### src/hdl/swmad_pkg.sv
// swmad_pkg: shared types and constants for the sliding window median cost unit
// no dependencies
package swmad_pkg;
  localparam int unsigned CFG_BITS = 9;
  localparam int unsigned COST_BITS = 38;

  typedef struct packed {
    logic start;
    logic clear;
    logic sum_step;
    logic finish;
  } swmad_cmd_t;

  typedef struct packed {
    logic sum_done;
    logic full;
  } swmad_sts_t;
endpackage

### src/hdl/swmad_ctrl.sv
// swmad_ctrl: sequencer for insert, cost accumulation and result hand-off
// depends on swmad_pkg
module swmad_ctrl (
  input  logic                  clk,
  input  logic                  rst_n,
  input  logic                  cfg_we,
  input  logic                  in_valid,
  output logic                  in_ready,
  output logic                  out_valid,
  input  logic                  out_ready,
  output swmad_pkg::swmad_cmd_t cmd,
  input  swmad_pkg::swmad_sts_t sts
);
  import swmad_pkg::*;

  localparam logic [1:0] S_IDLE = 2'd0;
  localparam logic [1:0] S_MED  = 2'd1;
  localparam logic [1:0] S_SUM  = 2'd2;
  localparam logic [1:0] S_OUT  = 2'd3;

  logic [1:0] st_r, st_nxt;
  logic       fire;

  assign in_ready = (st_r == S_IDLE);
  assign out_valid = (st_r == S_OUT);
  assign fire = in_valid && in_ready;

  always_comb begin
    cmd.start = fire;
    cmd.clear = cfg_we;
    cmd.finish = (st_r == S_MED);
    cmd.sum_step = (st_r == S_SUM);
    st_nxt = st_r;
    case (st_r)
      S_IDLE: if (fire && sts.full) st_nxt = S_MED;
      S_MED: st_nxt = S_SUM;
      S_SUM: if (sts.sum_done) st_nxt = S_OUT;
      S_OUT: if (out_ready) st_nxt = S_IDLE;
      default: st_nxt = S_IDLE;
    endcase
  end

  always_ff @(posedge clk) begin
    if (!rst_n) st_r <= S_IDLE;
    else st_r <= st_nxt;
  end
endmodule

### config.mk
export PLATFORM = sky130hd
export DESIGN_NAME = swmad_ctrl
export DESIGN_NICKNAME = d
export VERILOG_FILES = /design/src/hdl/swmad_pkg.sv /design/src/hdl/swmad_ctrl.sv
export SDC_FILE = /design/constraint.sdc
export NUM_CORES = 1
export LEC_CHECK = 0
export BUFFER_PORTS_ARGS = -buffer_cell sky130_fd_sc_hd__buf_2
export CAP_MARGIN = 5
export CELL_PAD_IN_SITES_DETAIL_PLACEMENT = 1
export CELL_PAD_IN_SITES_GLOBAL_PLACEMENT = 1
export CORE_AREA = 10 10 47 49
export CTS_CLUSTER_SIZE = 16
export DETAILED_ROUTE_END_ITERATION = 16
export DIE_AREA = 0 0 57 59
export PLACE_DENSITY = 0.44
export SKIP_CTS_REPAIR_TIMING = 1
export SYNTH_ARGS = -nofsm -noshare
export SYNTH_HDL_FRONTEND = slang
export SYNTH_SLANG_ARGS = --single-unit
export TNS_END_PERCENT = 1
### constraint.sdc
create_clock -name clk -period 1.1 [get_ports clk]
set_input_delay 0.22 -clock clk [delete_from_list [all_inputs] [get_ports clk]]
set_output_delay 0.22 -clock clk [all_outputs]
set_load 0.02 [all_outputs]
* Word-level counts from Yosys, hierarchy flattened
Index checks and enable logic that the tools add are counted.
Word-level totals: logic and storage cells 15, bits of input ports 7, flip-flop bits (word level) 2, output and inout port bits 6
Operators by class: muxes and demuxes 4, reductions and logical operators 4, eq/ne operators 6
Operator list (count):
- $pmux W2 S4 | 1
- $mux W2 | 3
- $ne A2 B1 Y1 const B | 3
- $eq A2 B2 Y1 const B | 2
- $reduce_and A3 Y1 | 1
- $eq A2 B1 Y1 const B | 1
- $logic_and A1 B1 Y1 | 2
- $logic_not A2 Y1 | 1

* Logic depth before layout (Yosys ltp)
Gate-level depths: netlist (run 1).
word-level depth 5, mapped depth 4, depth with buffers taken out 4

* Least setup slack after synthesis (run 1)
OpenSTA, ideal clock, no wires.
path type reg2reg, start register st_r[0], end register st_r[1], period minus slack after synthesis 1.286 ns, setup time 0.072 ns, data required time 1.028 ns, path buffers 0, setup slack -0.186 ns, arrival 1.214 ns, cell stages (with the launch flop) 5, cells stage by stage dfxtp_1 -> inv_1 -> ha_1 -> a221oi_2 -> mux2i_1
RTL lines:
- start: declaration | line swmad_ctrl.sv:21 | logic [1:0] st_r, st_nxt;
- start signal: assignment | line swmad_ctrl.sv:45 | else st_r <= st_nxt;

==> results of run 1 <==
==> final timing paths <==
path	endpoint	slack, ns	from
worst max-delay path	cmd[3]	-0.19	st_r[0]
worst min-delay path	st_r[1]	0.28	rst_n
worst max register to register	st_r[1]	-0.16	st_r[1]
worst min register to register	st_r[1]	0.51	st_r[1]
==> metal layers <==
layer,vias up,track usage,wire (µm)
met1,87,0.0273,221
met5,-,0,0
met4,0,0.0336,0
met3,0,0.0343,63
met2,8,0.0543,294
li1,95,-,-
==> final cells by class <==
class	instances	area, µm²	share of cell area
Multi-Input combinational cell	13	158	0.434
Tap cell	16	20.0	0.0552
Clock buffer	3	22.5	0.0621
Timing Repair Buffer	14	101	0.279
Inverter	3	13.8	0.0379
Sequential cell	2	47.5	0.131
==> critical path, delay by kind of cell (launching register included) <==
family / cells / cell delay, ns
flops: 1 / 0.37
simple gates: 1 / 0.13
buf+inv: 2 / 0.17
fa+ha+maj: 1 / 0.17
==> synth_stat cells (all sizes together) <==
cell / n
a221oi: 1
and2: 1
buf: 2
dfxtp: 2
ha: 4
inv: 3
mux2i: 1
nand2: 3
nor2b: 1
o21a: 1
o31a: 1
==> through the flow <==
step / power (mW) / util
4_1_cts: 0.846 / 0.229
2_1_floorplan: 0.550 / -
5_1_grt: 1.03 / 0.259
3_3_place_gp: 0.657 / 0.213
3_5_place_dp: 0.673 / 0.213
6_report: 0.947 / 0.259
==> kinds of logic after synthesis <==
group	after synthesis	share of synthesized area
AOI/OAI and AO/OA	3	0.172
adders and majority gates	4	0.276
buffers and inverters	5	0.145
DFF	2	0.221
muxes	1	0.0552
and+or+nand+nor	5	0.131
==> report_power, final <==
group	switching, mW	internal (mW)	leakage (nW)
combinational	0.280	0.338	0.130
sequential	0.0480	0.118	0.0178
clock	0.0418	0.120	0.0138
total	0.370	0.576	0.161
==> impl_results.md, run 1 <==
- Status: finished, violations left
- Failing checks: negative setup slack
- Post-Syn Nets: 31
- Mapped Area: 181 µm²
- Unrepaired setup endpoints after global routing: yes
- 1st-iter DRT viols: 3
- Slowest CP cell: dfxtp_4
- Finished Layout Cells: 51
- Largest reg by FF count: st_r
- Die width: 57 µm
- Total negative slack: -0.861 ns
- Pwr dens: 2610 nW/µm²
- Crit. End Element: output port
- Max_cap viols: 0
- TritonCTS buffer count: 3
- Hold WS: 0.277 ns
- Max Root-Sink Buffers: 2
- CTS root buf: clkbuf_4
- Crit path max fanout: 4
- Clock transition at the registers of the reported paths: 0.03 ns
- Mapped Cells: 20
- Area Overhead vs Synth: 100%
- Slew @ Worst Pin: 0.274 ns
- Site row count: 14
- Final worst-path cycle share: 1.17
- Max_slew headroom: 0.817
- Remaining routing DRC violations: 0
- Critical-path cell list: inv_4, ha_4, and2_4, buf_6
- Dpl cells: 46
- Slowest Stage Delay on Critical Path: 0.37 ns
- Commonest non-fill, non-tap cell in the layout: buf_2
- Worst Path Arrival: 1.07 ns
- P_leak: 0.161 nW
- Core region area: 1400 µm²
- F_max: 775 MHz
- Design area: 363 µm²
- Clk_skew: 0.00582 ns
- Area leader, netlist: ha_1
- Worst Path Required: 0.88 ns
- Synthesis-stage register bit count: 2
- Worst-Skew Late Latency: 0.23 ns
- Initial antenna violation count: 0
- DR pass1 iterations: 3
- Most frequent cells in the layout: buf_2 (6), buf_4 (5)
- Hold Path Class: input port to flop
- Initial core utilization: 0.129
- Ys Warns: 0
- R2R cell count: 4
- Grt ovf: 0
- GP Congestion: 0.667
- First-pass GRT wire length: 917 µm
- Place WS: -0.107 ns
- WS Path Type: flop to output port
- Setup ws final: -0.191 ns
- Pins Over Slew Limit: 0
- Hold Path Stages: 3
- Synth top area share: 0.276
- CTS tree: yes
- Die height: 59 µm
- Synth unique cells: 11
- Largest regs: st_r: 2 flops
- Startpoint Class: flop
- GRT Resource Usage Total: 0.0363
- Fillers: 171
- Final setup viols: 6
- Htree depth: 1
- CTS Sinks: 2
- Layout cell share with drive strength beyond 1: 0.771
- DIE AREA: 3360 µm²
- Final WL: 579 µm
- Net count reported at finish: 48
- Number of global-route vias before repair: 204
- Pin count of the biggest net entering global routing: 5
- Final min period: 1.29 ns
- Antenna viol nets, final: 0
- Final hold vios: 0
- Top cells by area, synth: ha_1 (28%), dfxtp_1 (22%), a221oi_2 (8.3%)
- N_diodes: 0
- Syn Area/Cell: 9.07 µm²
- I/O pin cnt: 13
- Wirelength per Cell: 11.4 µm
- Placement Cell Area: 299 µm²
- Vias per inst: 3.73
- Number of flip-flops in the largest register: 2
- Vias: 190
- Maximum vdd drop: 0.000664 V
- Port bufs: 10
- Register area share after synthesis: 0.221
Power figures use the tool's default switching activity.
==> run 2, diff against run 1 <==
--- a/config.mk
+++ b/config.mk
@@ -5,6 +5,7 @@
 export SDC_FILE = /design/constraint.sdc
 export NUM_CORES = 1
 export LEC_CHECK = 0
+export ABC_AREA = 1
 export BUFFER_PORTS_ARGS = -buffer_cell sky130_fd_sc_hd__buf_2
 export CAP_MARGIN = 5
 export CELL_PAD_IN_SITES_DETAIL_PLACEMENT = 1
@@ -13,7 +14,7 @@
 export CTS_CLUSTER_SIZE = 16
 export DETAILED_ROUTE_END_ITERATION = 16
 export DIE_AREA = 0 0 57 59
-export PLACE_DENSITY = 0.44
+export PLACE_DENSITY = 0.5
 export SKIP_CTS_REPAIR_TIMING = 1
 export SYNTH_ARGS = -nofsm -noshare
 export SYNTH_HDL_FRONTEND = slang
==> impl_results.md, run 2 <==
- Vias: 225
- Post-synth EDFFs: 0
- DP Wirelength: 498 µm
- Ys Warns: 0
- TritonCTS buffer count: 3
- Commonest non-fill, non-tap cell in the layout: buf_2
- Site row count: 14
- Final min period: 1.22 ns
- Crit. End Element: output port
- Hold WS: 0.229 ns
- Clk_skew: 0.00174 ns
- P_leak: 0.215 nW
- Antenna viol nets, final: 0
- Initial antenna violation count: 0
- CTS root buf: clkbuf_4
- Final worst-path cycle share: 1.11
- Largest reg by FF count: st_r
- Fillers: 180
- Ys async rst share: 0
- Slew @ Worst Pin: 0.112 ns
- Post-synth top cells: inv_1 (6), nand2_1 (6), ha_1 (4)
- Synth top area share: 0.227
- Area Overhead vs Synth: 88.6%
- WS Path Type: flop to output port
- Wirelength per Cell: 10.0 µm
- First-pass GRT wire length: 986 µm
- Die width: 57 µm
- GP Congestion: 0.618
- DIE AREA: 3360 µm²
- Final WL: 611 µm
- Synth unique cells: 12
- CTS tree: yes
- Setup ws final: -0.119 ns
- Unrepaired setup endpoints after global routing: yes
- Max_cap viols: 0
- Register area share after synthesis: 0.182
- Mapped Cells: 29
- Max Root-Sink Buffers: 2
- Ys flop type: dfxtp_1
- Worst Path Arrival: 1.00 ns
- Failing checks: negative setup slack
- Design area: 415 µm²
- I/O pin cnt: 13
- Grt ovf: 0
- Htree depth: 1
- N_diodes: 0
- Most frequent cells in the layout: buf_2 (6), nand2_1 (5), buf_6 (5)
- Remaining routing DRC violations: 0
- Tot Pwr: 1.15 mW
- Final hold vios: 0
- Reg area: 47.5 µm²
- Die height: 59 µm
- Worst Path Required: 0.88 ns
- Core region area: 1400 µm²
- Syn Area/Cell: 7.59 µm²
- Clock transition at the registers of the reported paths: 0.03 ns
- F_max: 820 MHz
- Pin count of the biggest net entering global routing: 5
- GRT Resource Usage Total: 0.0376
- Port bufs: 10
- Largest regs: st_r: 2 flops
- Post-Syn Nets: 40
- Placement Cell Area: 305 µm²
- Pwr dens: 2760 nW/µm²
- Synthesis-stage register bit count: 2
- Multi-input gate area: 170 µm²
- Startpoint Class: flop
- Finished Core Util: 0.296
- Status: finished, violations left
- Max_slew headroom: 0.925
- Maximum vdd drop: 0.000951 V
- Hold Path Class: input port to flop
- Mapped Area: 220 µm²
- Area leader, netlist: ha_1
- Layout cell share with drive strength beyond 1: 0.733
- Initial core utilization: 0.157
- 1st-iter DRT viols: 2
- Vias per inst: 3.69
- Worst-Skew Late Latency: 0.22 ns
- Net count reported at finish: 58
- Number of global-route vias before repair: 228
- CTS Sinks: 2
- Crit path max fanout: 3
- Top cells by area, synth: ha_1 (23%), dfxtp_1 (18%), inv_1 (10%)
- DR pass1 iterations: 2
- Final setup viols: 5
- Pins Over Slew Limit: 0
- Number of flip-flops in the largest register: 2
[run 2: final cells by class]
| cell class | instances | share of cell area |
|---|---|---|
| repair buffers | 15 | 0.280 |
| flip-flops and latches | 2 | 0.114 |
| clock buffers | 3 | 0.0542 |
| inverters | 7 | 0.0934 |
| well taps | 16 | 0.0482 |
| multi-input cells | 18 | 0.410 |
[run 2: worst paths after layout]
kind	start	to	slack [ns]	cells past startpoint
max	st_r[0]	out_valid	-0.12	3
min	rst_n	st_r[1]	0.23	3
max reg2reg	st_r[0]	st_r[0]	0.03	7
min reg2reg	st_r[1]	st_r[1]	0.58	4
[run 2: report_power, final]
group	leakage, nW	internal (mW)	switching [mW]
combinational	0.183	0.413	0.397
clock	0.0138	0.120	0.0399
sequential	0.0178	0.123	0.0527
[run 2: critical path: stages, from the launching register on]
cell	delay (ns)
dfxtp_4	0.35
buf_4	0.14
ha_4	0.16
buf_6	0.12
[run 2: kinds of logic (layout without fill, tap and decap cells)]
logic type | Yosys count | after routing | synth area share
compound gates | 1 | 1 | 0.0227
buf+inv | 9 | 25 | 0.250
simple gates | 13 | 13 | 0.318
flops | 2 | 2 | 0.182
fa+ha+maj | 4 | 4 | 0.227
[run 2: layer usage]
metal,track usage,part of all wire,wire [µm],vias up
li1,-,-,-,116
met1,0.0332,0.34,205,102
met2,0.0605,0.55,337,7
met3,0.0236,0.11,67,0
met4,0.0302,0,0,0
met5,0,0,0,-
[run 2: stage by stage]
step / setup TNS (ns) / instances / worst slack (ns)
6_report: -0.536 / 61 / -0.119
5_1_grt: -0.797 / 61 / -0.167
4_1_cts: -1.03 / 58 / -0.255
3_5_place_dp: -0.00851 / 55 / -0.00851
3_3_place_gp: -0.0126 / 55 / -0.0106
2_1_floorplan: -0.0405 / 29 / -0.0405
==> run 3, diff against run 2 <==
--- a/config.mk
+++ b/config.mk
@@ -5,7 +5,6 @@
 export SDC_FILE = /design/constraint.sdc
 export NUM_CORES = 1
 export LEC_CHECK = 0
-export ABC_AREA = 1
 export BUFFER_PORTS_ARGS = -buffer_cell sky130_fd_sc_hd__buf_2
 export CAP_MARGIN = 5
 export CELL_PAD_IN_SITES_DETAIL_PLACEMENT = 1
@@ -14,7 +13,7 @@
 export CTS_CLUSTER_SIZE = 16
 export DETAILED_ROUTE_END_ITERATION = 16
 export DIE_AREA = 0 0 57 59
-export PLACE_DENSITY = 0.5
+export PLACE_DENSITY = 0.43
 export SKIP_CTS_REPAIR_TIMING = 1
 export SYNTH_ARGS = -nofsm -noshare
 export SYNTH_HDL_FRONTEND = slang
==> constraint.sdc (replaced) <==
create_clock -name clk -period 1.36 [get_ports clk]
set_input_delay 0.272 -clock clk [delete_from_list [all_inputs] [get_ports clk]]
set_output_delay 0.272 -clock clk [all_outputs]
set_load 0.02 [all_outputs]
==> impl_results.md, run 3 (same netlist as run 1, synthesis figures left out) <==
- Status: completed
- I/O pin cnt: 13
- Worst Path Required: 1.09 ns
- Wirelength per Cell: 11.5 µm
- R2r startpoint: st_r[0]
- Pins Over Slew Limit: 0
- Core region area: 1400 µm²
- Initial antenna violation count: 0
- Largest regs: st_r: 2 flops
- Layout cell share with drive strength beyond 1: 0.656
- Initial core utilization: 0.129
- Maximum vdd drop: 0.000454 V
- Flop-to-flop setup slack: 0.11 ns
- Vias: 180
- TritonCTS buffer count: 3
- P_leak: 0.145 nW
- Largest reg by FF count: st_r
- Worst hold start: rst_n
- Unrepaired setup endpoints after global routing: yes
- R2R cell count: 4
- Worst R2R End: st_r[1]
- Site row count: 14
- CTS root buf: clkbuf_4
- DP Wirelength: 499 µm
- GP Congestion: 0.707
- Most frequent cells in the layout: buf_2 (9), nand2_1 (3), ha_1 (3), clkbuf_4 (3)
- Worst Path Arrival: 1.05 ns
- Remaining routing DRC violations: 0
- Worst-Skew Late Latency: 0.22 ns
- Startpoint Class: flop
- WS Path Type: flop to output port
- Place WS: 0.0300 ns
- Die width: 57 µm
- Crit. End Element: output port
- Number of flip-flops in the largest register: 2
- Pwr dens: 2150 nW/µm²
- Die height: 59 µm
- Grt ovf: 0
- Crit path max fanout: 4
- GRT Resource Usage Total: 0.0373
- Vias per inst: 3.75
- Clock transition at the registers of the reported paths: 0.03 ns
- Net count reported at finish: 45
- Max Root-Sink Buffers: 2
- Pin count of the biggest net entering global routing: 5
- Commonest non-fill, non-tap cell in the layout: buf_2
- CTS tree: yes
- Hold Path Stages: 3
- Clk_skew: 0.00134 ns
- Design area: 290 µm²
- DR pass1 iterations: 1
- Final WL: 552 µm
- Max_slew headroom: 0.819
- DIE AREA: 3360 µm²
- Area Overhead vs Synth: 60.0%
- Port bufs: 10
- Antenna viol nets, final: 0
- Placement Cell Area: 236 µm²
- Final setup viols: 0
- Htree depth: 1
- Final hold vios: 0
- Hold Path Class: input port to flop
- First-pass GRT wire length: 903 µm
- Finished Core Util: 0.207
- Hold-critical path endpoint: st_r[1]
- Hold WS: 0.335 ns
- Number of global-route vias before repair: 188
- N_diodes: 0
- Final worst-path cycle share: 0.973
- F_max: 755 MHz
- Slew @ Worst Pin: 0.271 ns
- Final min period: 1.32 ns
- CTS Sinks: 2
- Setup ws final: 0.0363 ns
- 1st-iter DRT viols: 0
- Max_cap viols: 0
-- run 3: how the worst max path moves through the flow --
stage	start	endpoint	slack, ns	depth (start not counted)
5_1_grt	st_r[0]	st_r[1]	-0.009	4
4_1_cts	st_r[0]	cmd[3]	-0.15	4
6_report	st_r[1]	cmd[3]	0.04	4
3_3_place_gp	st_r[1]	st_r[1]	0.08	4
2_1_floorplan	st_r[0]	cmd[3]	0.06	4
3_5_place_dp	st_r[0]	st_r[1]	0.03	4
-- run 3: report_power, final --
part,internal [mW],switching [mW]
registers,0.0876,0.0275
logic,0.189,0.196
clock network,0.0969,0.0282
-- run 3: area by class of cell --
type,count,area [µm²]
fill,174,1110
inverter,3,11.3
sequential,2,42.5
clock buffer,3,22.5
tap,16,20.0
multi-input combinational,13,130
timing repair buffer,11,63.8
-- run 3: worst max-delay path, stage by stage (launching register included) --
cell     delay [ns]
dfxtp_2        0.35
inv_2          0.06
ha_4           0.17
and2_4         0.13
buf_6          0.12
-- run 3: metrics by stage --
step	total power, mW	TNS, ns	cells
final	0.625	0	48
after detailed placement	0.415	0	44
after floorplan	0.348	0	20
after global placement	0.409	0	44
after CTS	0.547	-0.181	47
after global routing	0.687	-0.0125	48
-- run 3: routing by layer --
| layer | GRT usage | wire (µm) | vias to the layer above |
|---|---|---|---|
| met3 | 0.0386 | 86 | 0 |
| li1 | - | - | 87 |
| met1 | 0.0360 | 228 | 82 |
| met4 | 0.0302 | 0 | 0 |
| met5 | 0 | 0 | - |
| met2 | 0.0450 | 238 | 11 |
